$ cat config.mk
export PLATFORM = sky130hd
export DESIGN_NAME = sliding_window_rate_stats_top
export DESIGN_NICKNAME = d
export VERILOG_FILES = /design/src/rtl/svrs_pkg.sv /design/src/rtl/sliding_window_rate_stats_top.sv /design/src/rtl/svrs_ram.sv /design/src/rtl/svrs_div.sv /design/src/rtl/svrs_dp.sv /design/src/rtl/svrs_ctrl.sv
export SDC_FILE = /design/constraint.sdc
export NUM_CORES = 2
export LEC_CHECK = 0
export ABC_AREA = 0
export BUFFER_PORTS_ARGS = -buffer_cell sky130_fd_sc_hd__buf_4
export CAP_MARGIN = 20
export CORE_ASPECT_RATIO = 0.5
export CORE_MARGIN = 1.5
export CORE_UTILIZATION = 52
export CTS_BUF_LIST = sky130_fd_sc_hd__clkbuf_16
export DETAILED_ROUTE_END_ITERATION = 7
export GPL_TIMING_DRIVEN = 0
export HOLD_SLACK_MARGIN = 0.1
export PLACE_DENSITY = 0.7
export REMOVE_ABC_BUFFERS = 1
export SLEW_MARGIN = 40
export SYNTH_ARGS = -nofsm -noshare
export SYNTH_HDL_FRONTEND = slang
export SYNTH_SLANG_ARGS = --single-unit
$ cat constraint.sdc
create_clock -name clk_i -period 24 [get_ports clk_i]
set_input_delay 4.8 -clock clk_i [delete_from_list [all_inputs] [get_ports clk_i]]
set_output_delay 4.8 -clock clk_i [all_outputs]
set_load 0.05 [all_outputs]
$ cat src/rtl/svrs_pkg.sv
// ----------------------------------------------------------------------------
// svrs_pkg
// Shared types and constants of the sliding window rate statistics block.
// ----------------------------------------------------------------------------
package svrs_pkg;

  localparam logic [27:0] RATE_NUM = 28'd256000000;
  localparam int unsigned SUM_W    = 35;
  localparam int unsigned DVD_W    = 64;
  localparam int unsigned DVS_W    = 28;

  localparam logic [1:0] DIV_RATE = 2'd0;
  localparam logic [1:0] DIV_MEAN = 2'd1;
  localparam logic [1:0] DIV_VAR  = 2'd2;
  localparam logic [1:0] DIV_MFT  = 2'd3;

  localparam logic REG_WINDOW = 1'b0;
  localparam logic REG_THRESH = 1'b1;

  typedef struct packed {
    logic       accept;
    logic       div_start;
    logic [1:0] div_sel;
    logic       wr;
    logic       init;
    logic       run1;
    logic       run2;
    logic       out_load;
  } cmd_t;

  typedef struct packed {
    logic div_done;
    logic pass_busy;
  } sts_t;

endpackage

$ cat src/rtl/sliding_window_rate_stats_top.sv
// ----------------------------------------------------------------------------
// sliding_window_rate_stats_top
// Frame rate statistics over a sliding window of recent frame rates.
// ----------------------------------------------------------------------------
//
//  Channel  Direction  Handshake                   Payload
//  in       input      in_valid_i / in_stall_o     frame_time_us_i
//  out      output     out_valid_o / out_stall_i   rate, min, max, mean, ...
//  cfg      input      APB write/read, pready = 1  window_size, drop threshold
//
// Each item runs four 64-step divisions in one shared bit-serial divider
// and two passes over the history RAM, one read per cycle, which cover the
// n entries of the window fill.
// Reset clears the counters, the fill count and the head pointer; the history
// RAM is not cleared, since only written entries are ever read.
// A finished result waits in the output registers while the next item is
// already accepted and worked on; output stall only delays the final load.
//
module sliding_window_rate_stats_top #(
  parameter int unsigned HISTORY_DEPTH = 64
) (
  input  logic        clk_i,
  input  logic        rst_ni,
  input  logic        in_valid_i,
  output logic        in_stall_o,
  input  logic [23:0] frame_time_us_i,
  output logic        out_valid_o,
  input  logic        out_stall_i,
  output logic [27:0] current_rate_o,
  output logic [27:0] min_rate_o,
  output logic [27:0] max_rate_o,
  output logic [27:0] mean_rate_o,
  output logic [55:0] rate_variance_o,
  output logic [23:0] mean_frame_time_us_o,
  output logic        mean_zero_o,
  output logic [31:0] frames_seen_o,
  output logic [31:0] frames_dropped_o,
  output logic [6:0]  window_fill_o,
  input  logic        psel,
  input  logic        penable,
  input  logic        pwrite,
  input  logic [2:0]  paddr,
  input  logic [31:0] pwdata,
  output logic [31:0] prdata,
  output logic        pready
);

  // Configuration registers. Register i sits at byte address 4*i.
  logic [6:0]  window_size_q;
  logic [23:0] drop_threshold_q;
  logic        cfg_wr;

  assign cfg_wr = psel && penable && pwrite;
  assign pready = 1'b1;

  always_ff @(posedge clk_i or negedge rst_ni) begin
    if (!rst_ni) begin
      window_size_q    <= 7'd60;
      drop_threshold_q <= 24'd16670;
    end else if (cfg_wr) begin
      case (paddr[2])
        svrs_pkg::REG_WINDOW: window_size_q    <= pwdata[6:0];
        svrs_pkg::REG_THRESH: drop_threshold_q <= pwdata[23:0];
        default: begin
        end
      endcase
    end
  end

  always_comb begin
    case (paddr[2])
      svrs_pkg::REG_WINDOW: prdata = {25'd0, window_size_q};
      svrs_pkg::REG_THRESH: prdata = {8'd0, drop_threshold_q};
      default:              prdata = '0;
    endcase
  end

  svrs_pkg::cmd_t cmd;
  svrs_pkg::sts_t sts;

  // The controller only sequences; every value lives in the datapath.
  svrs_ctrl u_ctrl (
    .clk_i       (clk_i),
    .rst_ni      (rst_ni),
    .in_valid_i  (in_valid_i),
    .in_stall_o  (in_stall_o),
    .out_valid_o (out_valid_o),
    .out_stall_i (out_stall_i),
    .sts_i       (sts),
    .cmd_o       (cmd)
  );

  svrs_dp #(.DEPTH(HISTORY_DEPTH)) u_dp (
    .clk_i                (clk_i),
    .rst_ni               (rst_ni),
    .cmd_i                (cmd),
    .sts_o                (sts),
    .frame_time_us_i      (frame_time_us_i),
    .window_size_i        (window_size_q),
    .drop_threshold_us_i  (drop_threshold_q),
    .current_rate_o       (current_rate_o),
    .min_rate_o           (min_rate_o),
    .max_rate_o           (max_rate_o),
    .mean_rate_o          (mean_rate_o),
    .rate_variance_o      (rate_variance_o),
    .mean_frame_time_us_o (mean_frame_time_us_o),
    .mean_zero_o          (mean_zero_o),
    .frames_seen_o        (frames_seen_o),
    .frames_dropped_o     (frames_dropped_o),
    .window_fill_o        (window_fill_o)
  );

  // An accepted item keeps the input stalled while it is worked on.
  a_busy_after_accept: assert property (@(posedge clk_i) disable iff (!rst_ni)
    (in_valid_i && !in_stall_o) |=> in_stall_o)
    else $error("input not stalled after an accepted item");

  // The mean always lies between the window extremes.
  a_mean_bounds: assert property (@(posedge clk_i) disable iff (!rst_ni)
    out_valid_o |-> (min_rate_o <= mean_rate_o && mean_rate_o <= max_rate_o))
    else $error("mean outside of min and max");

  // A delivered result always covers at least one rate.
  a_fill_nonzero: assert property (@(posedge clk_i) disable iff (!rst_ni)
    out_valid_o |-> (window_fill_o != 7'd0))
    else $error("empty window in a result");

  // A zero mean saturates the mean frame time.
  a_mean_zero_sat: assert property (@(posedge clk_i) disable iff (!rst_ni)
    (out_valid_o && mean_zero_o) |-> (mean_frame_time_us_o == 24'hFFFFFF))
    else $error("zero mean without saturated frame time");

endmodule

$ cat src/rtl/svrs_ram.sv
// ----------------------------------------------------------------------------
// svrs_ram
// Generic single write port, single read port RAM with registered read.
// ----------------------------------------------------------------------------
module svrs_ram #(
  parameter int unsigned W = 28,
  parameter int unsigned D = 64
) (
  input  logic                 clk_i,
  input  logic                 we_i,
  input  logic [$clog2(D)-1:0] waddr_i,
  input  logic [W-1:0]         wdata_i,
  input  logic [$clog2(D)-1:0] raddr_i,
  output logic [W-1:0]         rdata_o
);

  logic [W-1:0] mem [D];
  logic [W-1:0] rdata_q;

  always_ff @(posedge clk_i) begin
    if (we_i) begin
      mem[waddr_i] <= wdata_i;
    end
    rdata_q <= mem[raddr_i];
  end

  assign rdata_o = rdata_q;

endmodule

$ cat src/rtl/svrs_div.sv
// ----------------------------------------------------------------------------
// svrs_div
// Restoring divider, one quotient bit per cycle, 64-bit dividend.
// ----------------------------------------------------------------------------
module svrs_div (
  input  logic                      clk_i,
  input  logic                      rst_ni,
  input  logic                      start_i,
  input  logic [svrs_pkg::DVD_W-1:0] dividend_i,
  input  logic [svrs_pkg::DVS_W-1:0] divisor_i,
  output logic                      done_o,
  output logic [svrs_pkg::DVD_W-1:0] quo_o,
  output logic [svrs_pkg::DVS_W-1:0] rem_o
);

  logic [svrs_pkg::DVD_W-1:0] quo_q;
  logic [svrs_pkg::DVS_W-1:0] rem_q, dvs_q;
  logic [6:0]                 cnt_q;
  logic                       done_q;
  logic [svrs_pkg::DVS_W:0]   shifted, diff;
  logic                       ge;

  assign shifted = {rem_q, quo_q[svrs_pkg::DVD_W-1]};
  assign diff    = shifted - {1'b0, dvs_q};
  assign ge      = shifted >= {1'b0, dvs_q};

  always_ff @(posedge clk_i or negedge rst_ni) begin
    if (!rst_ni) begin
      cnt_q  <= '0;
      done_q <= 1'b0;
    end else begin
      done_q <= 1'b0;
      if (start_i) begin
        cnt_q <= 7'(svrs_pkg::DVD_W);
      end else if (cnt_q != '0) begin
        cnt_q  <= cnt_q - 7'd1;
        done_q <= (cnt_q == 7'd1);
      end
    end
  end

  always_ff @(posedge clk_i) begin
    if (start_i) begin
      quo_q <= dividend_i;
      rem_q <= '0;
      dvs_q <= divisor_i;
    end else if (cnt_q != '0) begin
      quo_q <= {quo_q[svrs_pkg::DVD_W-2:0], ge};
      rem_q <= ge ? diff[svrs_pkg::DVS_W-1:0] : shifted[svrs_pkg::DVS_W-1:0];
    end
  end

  assign done_o = done_q;
  assign quo_o  = quo_q;
  assign rem_o  = rem_q;

endmodule

$ cat src/rtl/svrs_dp.sv
// ----------------------------------------------------------------------------
// svrs_dp
// Datapath: history RAM, window passes, shared divider and result registers.
// ----------------------------------------------------------------------------
module svrs_dp #(
  parameter int unsigned DEPTH = 64
) (
  input  logic               clk_i,
  input  logic               rst_ni,
  input  svrs_pkg::cmd_t     cmd_i,
  output svrs_pkg::sts_t     sts_o,
  input  logic [23:0]        frame_time_us_i,
  input  logic [6:0]         window_size_i,
  input  logic [23:0]        drop_threshold_us_i,
  output logic [27:0]        current_rate_o,
  output logic [27:0]        min_rate_o,
  output logic [27:0]        max_rate_o,
  output logic [27:0]        mean_rate_o,
  output logic [55:0]        rate_variance_o,
  output logic [23:0]        mean_frame_time_us_o,
  output logic               mean_zero_o,
  output logic [31:0]        frames_seen_o,
  output logic [31:0]        frames_dropped_o,
  output logic [6:0]         window_fill_o
);

  localparam int unsigned AW = $clog2(DEPTH);
  localparam int unsigned CW = $clog2(DEPTH + 1);

  logic [23:0]   ft_q;
  logic [27:0]   last_rate_q;
  logic [31:0]   frames_q, drops_q;
  logic [AW-1:0] head_q, ptr_q;
  logic [CW-1:0] n_q, iss_q, w_eff, n_d;
  logic [31:0]   win_ext, cnt_ext;
  logic          v1_q, v2_q, v3_q, first_q, issue;
  logic [27:0]   rd_data, mn_q, mx_q, d_q, mean_q;
  logic [55:0]   prod_q;
  logic [svrs_pkg::SUM_W-1:0] sum_q;
  logic [63:0]   dsum_q, q_q, var_d;
  logic [6:0]    remm_q, r1_q;
  logic [23:0]   mft_q;
  logic [1:0]    sel_q;
  logic          dec;
  logic [13:0]   lhs, rhs;

  logic [svrs_pkg::DVD_W-1:0] dvd, quo;
  logic [svrs_pkg::DVS_W-1:0] dvs, rem;
  logic                       div_done;

  always_comb begin
    win_ext = {25'd0, window_size_i};
    if (win_ext == 32'd0) begin
      w_eff = CW'(1);
    end else if (win_ext > 32'(DEPTH)) begin
      w_eff = CW'(DEPTH);
    end else begin
      w_eff = CW'(win_ext);
    end
    cnt_ext = 32'(n_q) + 32'd1;
    n_d = (cnt_ext > 32'(w_eff)) ? w_eff : CW'(cnt_ext);
  end

  always_comb begin
    case (cmd_i.div_sel)
      svrs_pkg::DIV_RATE: begin
        dvd = 64'(svrs_pkg::RATE_NUM);
        dvs = 28'(ft_q);
      end
      svrs_pkg::DIV_MEAN: begin
        dvd = 64'(sum_q);
        dvs = 28'(n_q);
      end
      svrs_pkg::DIV_VAR: begin
        dvd = dsum_q;
        dvs = 28'(n_q);
      end
      default: begin
        dvd = 64'(svrs_pkg::RATE_NUM);
        dvs = mean_q;
      end
    endcase
  end

  svrs_div u_div (
    .clk_i      (clk_i),
    .rst_ni     (rst_ni),
    .start_i    (cmd_i.div_start),
    .dividend_i (dvd),
    .divisor_i  (dvs),
    .done_o     (div_done),
    .quo_o      (quo),
    .rem_o      (rem)
  );

  svrs_ram #(.W(28), .D(DEPTH)) u_ram (
    .clk_i   (clk_i),
    .we_i    (cmd_i.wr),
    .waddr_i (head_q),
    .wdata_i (last_rate_q),
    .raddr_i (ptr_q),
    .rdata_o (rd_data)
  );

  assign issue = (cmd_i.run1 || cmd_i.run2) && (iss_q != '0);

  always_ff @(posedge clk_i or negedge rst_ni) begin
    if (!rst_ni) begin
      last_rate_q <= '0;
      frames_q    <= '0;
      drops_q     <= '0;
      head_q      <= '0;
      n_q         <= '0;
      iss_q       <= '0;
      v1_q        <= 1'b0;
      v2_q        <= 1'b0;
      v3_q        <= 1'b0;
    end else begin
      if (cmd_i.accept) begin
        frames_q <= frames_q + 32'd1;
        if (frame_time_us_i > drop_threshold_us_i) begin
          drops_q <= drops_q + 32'd1;
        end
      end
      if (div_done && sel_q == svrs_pkg::DIV_RATE && ft_q != '0) begin
        last_rate_q <= quo[27:0];
      end
      if (cmd_i.wr) begin
        head_q <= (head_q == AW'(DEPTH - 1)) ? '0 : head_q + AW'(1);
        n_q    <= n_d;
      end
      if (cmd_i.init) begin
        iss_q <= n_q;
      end else if (issue) begin
        iss_q <= iss_q - CW'(1);
      end
      v1_q <= issue;
      v2_q <= v1_q && cmd_i.run2;
      v3_q <= v2_q;
    end
  end

  always_ff @(posedge clk_i) begin
    if (cmd_i.accept) begin
      ft_q <= frame_time_us_i;
    end
    if (cmd_i.div_start) begin
      sel_q <= cmd_i.div_sel;
    end
    if (cmd_i.init) begin
      ptr_q   <= (head_q == '0) ? AW'(DEPTH - 1) : head_q - AW'(1);
      sum_q   <= '0;
      dsum_q  <= '0;
      first_q <= 1'b1;
    end else if (issue) begin
      ptr_q <= (ptr_q == '0) ? AW'(DEPTH - 1) : ptr_q - AW'(1);
    end
    if (v1_q && cmd_i.run1) begin
      sum_q   <= sum_q + svrs_pkg::SUM_W'(rd_data);
      first_q <= 1'b0;
      if (first_q || rd_data < mn_q) begin
        mn_q <= rd_data;
      end
      if (first_q || rd_data > mx_q) begin
        mx_q <= rd_data;
      end
    end
    if (v1_q && cmd_i.run2) begin
      d_q <= (rd_data >= mean_q) ? rd_data - mean_q : mean_q - rd_data;
    end
    if (v2_q) begin
      prod_q <= 56'(d_q) * 56'(d_q);
    end
    if (v3_q) begin
      dsum_q <= dsum_q + 64'(prod_q);
    end
    if (div_done) begin
      case (sel_q)
        svrs_pkg::DIV_MEAN: begin
          mean_q <= quo[27:0];
          remm_q <= rem[6:0];
        end
        svrs_pkg::DIV_VAR: begin
          q_q  <= quo;
          r1_q <= rem[6:0];
        end
        svrs_pkg::DIV_MFT: begin
          mft_q <= (quo[63:24] != '0) ? 24'hFFFFFF : quo[23:0];
        end
        default: begin
        end
      endcase
    end
  end

  // Exact floor of the rational variance: take one off when r1*n < rem^2.
  always_comb begin
    lhs   = 14'(r1_q) * 14'(7'(n_q));
    rhs   = 14'(remm_q) * 14'(remm_q);
    dec   = lhs < rhs;
    var_d = (dec && q_q != '0) ? q_q - 64'd1 : q_q;
  end

  always_ff @(posedge clk_i) begin
    if (cmd_i.out_load) begin
      current_rate_o       <= last_rate_q;
      min_rate_o           <= mn_q;
      max_rate_o           <= mx_q;
      mean_rate_o          <= mean_q;
      rate_variance_o      <= (var_d[63:56] != '0) ? {56{1'b1}} : var_d[55:0];
      mean_frame_time_us_o <= (mean_q == '0) ? 24'hFFFFFF : mft_q;
      mean_zero_o          <= (mean_q == '0);
      frames_seen_o        <= frames_q;
      frames_dropped_o     <= drops_q;
      window_fill_o        <= 7'(n_q);
    end
  end

  assign sts_o.div_done  = div_done;
  assign sts_o.pass_busy = (iss_q != '0) || v1_q || v2_q || v3_q;

endmodule

$ cat src/rtl/svrs_ctrl.sv
// ----------------------------------------------------------------------------
// svrs_ctrl
// Controller: sequences divisions and window passes, owns the handshakes.
// ----------------------------------------------------------------------------
module svrs_ctrl (
  input  logic           clk_i,
  input  logic           rst_ni,
  input  logic           in_valid_i,
  output logic           in_stall_o,
  output logic           out_valid_o,
  input  logic           out_stall_i,
  input  svrs_pkg::sts_t sts_i,
  output svrs_pkg::cmd_t cmd_o
);

  localparam logic [3:0] S_IDLE  = 4'd0;
  localparam logic [3:0] S_DR    = 4'd1;
  localparam logic [3:0] S_DRW   = 4'd2;
  localparam logic [3:0] S_WR    = 4'd3;
  localparam logic [3:0] S_INIT1 = 4'd4;
  localparam logic [3:0] S_P1    = 4'd5;
  localparam logic [3:0] S_DM    = 4'd6;
  localparam logic [3:0] S_DMW   = 4'd7;
  localparam logic [3:0] S_INIT2 = 4'd8;
  localparam logic [3:0] S_P2    = 4'd9;
  localparam logic [3:0] S_DV    = 4'd10;
  localparam logic [3:0] S_DVW   = 4'd11;
  localparam logic [3:0] S_DT    = 4'd12;
  localparam logic [3:0] S_DTW   = 4'd13;
  localparam logic [3:0] S_DONE  = 4'd14;

  logic [3:0] state_q, state_d;
  logic       out_valid_q, out_valid_d;
  logic       can_load;

  assign can_load = !out_valid_q || !out_stall_i;

  always_comb begin
    state_d     = state_q;
    out_valid_d = out_valid_q && out_stall_i;
    cmd_o       = '0;
    case (state_q)
      S_IDLE: begin
        if (in_valid_i) begin
          cmd_o.accept = 1'b1;
          state_d      = S_DR;
        end
      end
      S_DR: begin
        cmd_o.div_start = 1'b1;
        cmd_o.div_sel   = svrs_pkg::DIV_RATE;
        state_d         = S_DRW;
      end
      S_DRW:   if (sts_i.div_done) state_d = S_WR;
      S_WR: begin
        cmd_o.wr = 1'b1;
        state_d  = S_INIT1;
      end
      S_INIT1: begin
        cmd_o.init = 1'b1;
        state_d    = S_P1;
      end
      S_P1: begin
        cmd_o.run1 = 1'b1;
        if (!sts_i.pass_busy) state_d = S_DM;
      end
      S_DM: begin
        cmd_o.div_start = 1'b1;
        cmd_o.div_sel   = svrs_pkg::DIV_MEAN;
        state_d         = S_DMW;
      end
      S_DMW:   if (sts_i.div_done) state_d = S_INIT2;
      S_INIT2: begin
        cmd_o.init = 1'b1;
        state_d    = S_P2;
      end
      S_P2: begin
        cmd_o.run2 = 1'b1;
        if (!sts_i.pass_busy) state_d = S_DV;
      end
      S_DV: begin
        cmd_o.div_start = 1'b1;
        cmd_o.div_sel   = svrs_pkg::DIV_VAR;
        state_d         = S_DVW;
      end
      S_DVW:   if (sts_i.div_done) state_d = S_DT;
      S_DT: begin
        cmd_o.div_start = 1'b1;
        cmd_o.div_sel   = svrs_pkg::DIV_MFT;
        state_d         = S_DTW;
      end
      S_DTW:   if (sts_i.div_done) state_d = S_DONE;
      S_DONE: begin
        if (can_load) begin
          cmd_o.out_load = 1'b1;
          out_valid_d    = 1'b1;
          state_d        = S_IDLE;
        end
      end
      default: state_d = S_IDLE;
    endcase
  end

  always_ff @(posedge clk_i or negedge rst_ni) begin
    if (!rst_ni) begin
      state_q     <= S_IDLE;
      out_valid_q <= 1'b0;
    end else begin
      state_q     <= state_d;
      out_valid_q <= out_valid_d;
    end
  end

  assign in_stall_o  = (state_q != S_IDLE);
  assign out_valid_o = out_valid_q;

endmodule

==> impl_summary.log <==
[metrics] vertical extent of the die: 370.8 um
[metrics] post-CTS setup buffer count: 0
[metrics] top-area cell type share of the netlist area: 0.5439
[metrics] number of flops mapped to enable cells by yosys: 2548
[metrics] post-route fraction of the period consumed by the critical path: 0.4371
[metrics] total negative setup slack: 0 ns
[metrics] detailed-placement wirelength estimate: 267200 um
[metrics] number of antenna violations at the first check in global routing: 29
[metrics] Area Growth Syn to Fin: 15.19%
[metrics] Final Util: 0.6047
[metrics] Yosys warnings: 0
[metrics] GPL Wtd Cong: 0.9145
[metrics] cell count after placement: 13.48k
[metrics] commonest cells in the netlist: sky130_fd_sc_hd__edfxtp_1 (2548), sky130_fd_sc_hd__inv_1 (1156), sky130_fd_sc_hd__fa_1 (644)
[metrics] setup-violating endpoint count in the final report: 0
[metrics] outcome: complete, no violations
[metrics] placement-stage cell area: 154100 sq um
[metrics] Resize count post-CTS: 0
[metrics] clock sink total: 2764
[metrics] maximum number of pins on one net before global-route repair: 87
[metrics] width of the chip: 738.5 um
[metrics] start point of the critical path: paddr[2]
[metrics] Synth Cell Area: 140700 sq um
[metrics] maximum achievable frequency: 95.32 MHz
[metrics] overall track demand over capacity in global routing: 0.2698
[metrics] number of levels the H-tree was split into: 4
[metrics] slew at the pin closest to its max-slew limit: 0.9388 ns
[metrics] register bit total from synthesis: 2764
[metrics] vias in the first global route: 84.14k
[metrics] GR Overflow Total: 0
[metrics] clock latency of the later-clocked register in the worst-skew pair: 0.93 ns
[metrics] cell count after synthesis: 9429
[metrics] CTS Hold Bufs: 0
[metrics] first-pass GRT wire length: 549000 um
[metrics] worst-case headroom to the max-slew limit: 0.3742
[metrics] HP Class: reg -> reg
[metrics] clock input transition at the sequential cells of the worst setup and hold paths: 0.07 ns
[metrics] setup skew after layout: 0.1408 ns
[metrics] number of DRC violations after detailed routing: 0
[metrics] maximum vdd drop: 210.5 uV
[metrics] most common flop cell mapped by yosys: sky130_fd_sc_hd__edfxtp_1
[metrics] area of the core: 267900 sq um
[metrics] top cells by area, synth: sky130_fd_sc_hd__edfxtp_1 (54%), sky130_fd_sc_hd__mux4_2 (9.4%), sky130_fd_sc_hd__fa_1 (9.2%), sky130_fd_sc_hd__ha_1 (4.9%), sky130_fd_sc_hd__inv_1 (3.1%)
[metrics] Register-to-Register Setup Slack: 14.98 ns
[metrics] Root Driver: sky130_fd_sc_hd__clkbuf_16
[metrics] signal arrival time at the worst endpoint: 5.69 ns
[metrics] top-level I/O count: 365
[metrics] Finished Cell Area: 162000 sq um
[metrics] Worst Path Class, Setup: in -> out
[metrics] required time of the worst setup path: 19.20 ns
[metrics] CP endpoint: prdata[1]
[metrics] vias post-DR: 82.89k
[metrics] critical path capture point type: output pin
[metrics] vias per cell: 5.948
[metrics] final routed wirelength across all metal layers: 370700 um
[metrics] post-synthesis area per instance: 14.92 sq um
[metrics] post-synth top area cell: sky130_fd_sc_hd__edfxtp_1
[metrics] ratio of total power to cell area: 122.0 nW/um^2
[metrics] part of the Yosys area used for sequential elements: 0.5804
[metrics] floorplan row count: 134
[metrics] most used cell, CP: sky130_fd_sc_hd__buf_4
[metrics] top-count cell post-synth: sky130_fd_sc_hd__edfxtp_1
[metrics] TritonCTS clock tree: built
[metrics] number of I/O port buffers: 345
[metrics] type of origin of the critical path: primary input
[metrics] final cell count without fillers: 13.94k
[metrics] average wire length per cell after detail routing: 26.60 um
[metrics] TritonCTS Buffers: 241
[metrics] share of final-layout standard cells stronger than drive strength 1: 0.2018
[metrics] highest cell delay on the worst timing path: 0.42 ns
[metrics] Starting Density: 0.5250
[metrics] number of buffers between clock root and the deepest sink: 4
[metrics] maximum fanout encountered on the critical timing path: 27
[metrics] worst-path cell with the longest stage delay: sky130_fd_sc_hd__mux2_2
[metrics] Initial DRT Pass Iterations: 6
[metrics] net count of the finished layout: 11.38k
[metrics] leakage power summed over all cells: 61.64 nW
[metrics] Distinct cells, synth: 87
[metrics] Post-synth ARST share: 0.05753
[metrics] cell depth of the worst flop-to-flop path: 25
[metrics] crit path time final: 10.49 ns
[metrics] iteration-0 DRC count of the detailed router: 8647
[metrics] total power: 19.76 mW
[metrics] setup repair after global routing missed its margin: false
[metrics] number of hold-slack violations in the final timing report: 0
[metrics] cell chain of the critical path: buf_4 -> mux2_2 -> buf_4
[metrics] max-slew violation total from the final report: 0
[metrics] reg-to-reg critical path endpoint: u_dp.prod_q[49]
[metrics] launch point of the worst reg-to-reg path: u_dp.d_q[3]
[metrics] Antenna Nets Post-Route: 0
[metrics] Die Footprint: 273800 sq um
[metrics] number of maximum-capacitance constraint violations: 0
[flip-flops by register name (all words and copies together) (netlist names), 32 cells and up]
register and count:
u_dp.sum_q 35, u_dp.dsum_q 64, u_dp.q_q 64, u_dp.u_ram.mem 1792, u_dp.frames_dropped_o 32, u_dp.u_div.quo_o 64
u_dp.prod_q 55, u_dp.drops_q 32, u_dp.frames_seen_o 32, u_dp.rate_variance_o 56, u_dp.frames_q 32
[layer usage]
layer	track usage	routed length (um)
met5	0	34
met4	0.09290	14230
met3	0.04143	27910
met2	0.4565	182800
met1	0.3609	145700
[worst min-delay path by stage]
| stage | start | endpoint | slack (ns) | depth (start not counted) |
|---|---|---|---|---|
| 6_report | u_dp.mn_q[10] | u_dp.min_rate_o[10] | 0.39 | 0 |
| 2_1_floorplan | u_dp.drops_q[12] | u_dp.frames_dropped_o[12] | 0.42 | 0 |
| 3_3_place_gp | u_dp.drops_q[9] | u_dp.frames_dropped_o[9] | 0.43 | 0 |
| 3_5_place_dp | u_dp.drops_q[30] | u_dp.frames_dropped_o[30] | 0.43 | 0 |
| 4_1_cts | u_dp.mn_q[10] | u_dp.min_rate_o[10] | 0.37 | 0 |
| 5_1_grt | u_dp.mn_q[10] | u_dp.min_rate_o[10] | 0.41 | 0 |
[where the power goes]
| part | total (mW) | internal [mW] | switching (mW) |
|---|---|---|---|
| logic | 9.13 | 3.95 | 5.19 |
| clock network | 3.93 | 2.16 | 1.77 |
| registers | 6.70 | 6.12 | 0.579 |
[layout by cell type (no fill, tap or decap), types with 51 or more instances in the layout]
master	netlist	final
sky130_fd_sc_hd__buf_4	9	388
sky130_fd_sc_hd__edfxtp_1	2548	2548
sky130_fd_sc_hd__buf_8	0	107
sky130_fd_sc_hd__buf_6	2	188
sky130_fd_sc_hd__nand4_1	60	60
sky130_fd_sc_hd__inv_1	1156	1206
sky130_fd_sc_hd__nand2b_1	67	66
sky130_fd_sc_hd__a21oi_1	282	280
sky130_fd_sc_hd__nor4_1	52	51
sky130_fd_sc_hd__o21ai_0	179	179
sky130_fd_sc_hd__nand3_1	168	165
sky130_fd_sc_hd__ha_1	552	548
sky130_fd_sc_hd__and2_1	270	270
sky130_fd_sc_hd__nor3_1	84	81
sky130_fd_sc_hd__clkbuf_16	0	245
sky130_fd_sc_hd__mux4_2	588	588
sky130_fd_sc_hd__xnor2_1	228	228
sky130_fd_sc_hd__nand2_1	591	583
sky130_fd_sc_hd__fa_1	644	644
sky130_fd_sc_hd__nor2_4	0	67
sky130_fd_sc_hd__xor2_1	98	98
sky130_fd_sc_hd__a21o_1	140	140
sky130_fd_sc_hd__nor2_1	332	265
sky130_fd_sc_hd__mux2_2	75	75
sky130_fd_sc_hd__dfxtp_1	57	55
sky130_fd_sc_hd__buf_16	0	86
sky130_fd_sc_hd__dfrtp_1	149	119
[logic make-up after synthesis]
family / after synthesis / share of synthesized area
adders and majority gates: 1196 / 0.1408
muxes: 707 / 0.1033
DFF: 2764 / 0.5804
buffers and inverters: 1531 / 0.04171
other: 2 / 0.00005339
AOI/OAI and AO/OA: 985 / 0.04551
and+or+nand+nor: 1918 / 0.06797
xor gates and xnor gates: 326 / 0.02030
[critical path: cells and delay by family]
family                 cells  cell delay, ns
buffers and inverters      2            0.45
muxes                      1            0.42
[stage by stage]
stage | hold slack, ns | setup slack [ns]
6_report | 0.3861 | 13.51
5_1_grt | 0.4080 | 13.48
4_1_cts | 0.3737 | 13.52
3_5_place_dp | 0.4312 | 13.52
3_3_place_gp | 0.4329 | -11.16
2_1_floorplan | 0.4249 | -1.101
[final cells by class]
cell class                 instances  area [sq um]
fill                           19480        105900
sequential                      2764         81760
multi-input combinational       5141         53920
timing repair buffer             816          9629
clock buffer                     245          6131
tap                             3604          4509
inverter                        1156          4347
clock inverter                   198          1694
antenna                           12         30.03
No activity file was read; power rests on OpenSTA's default activity.
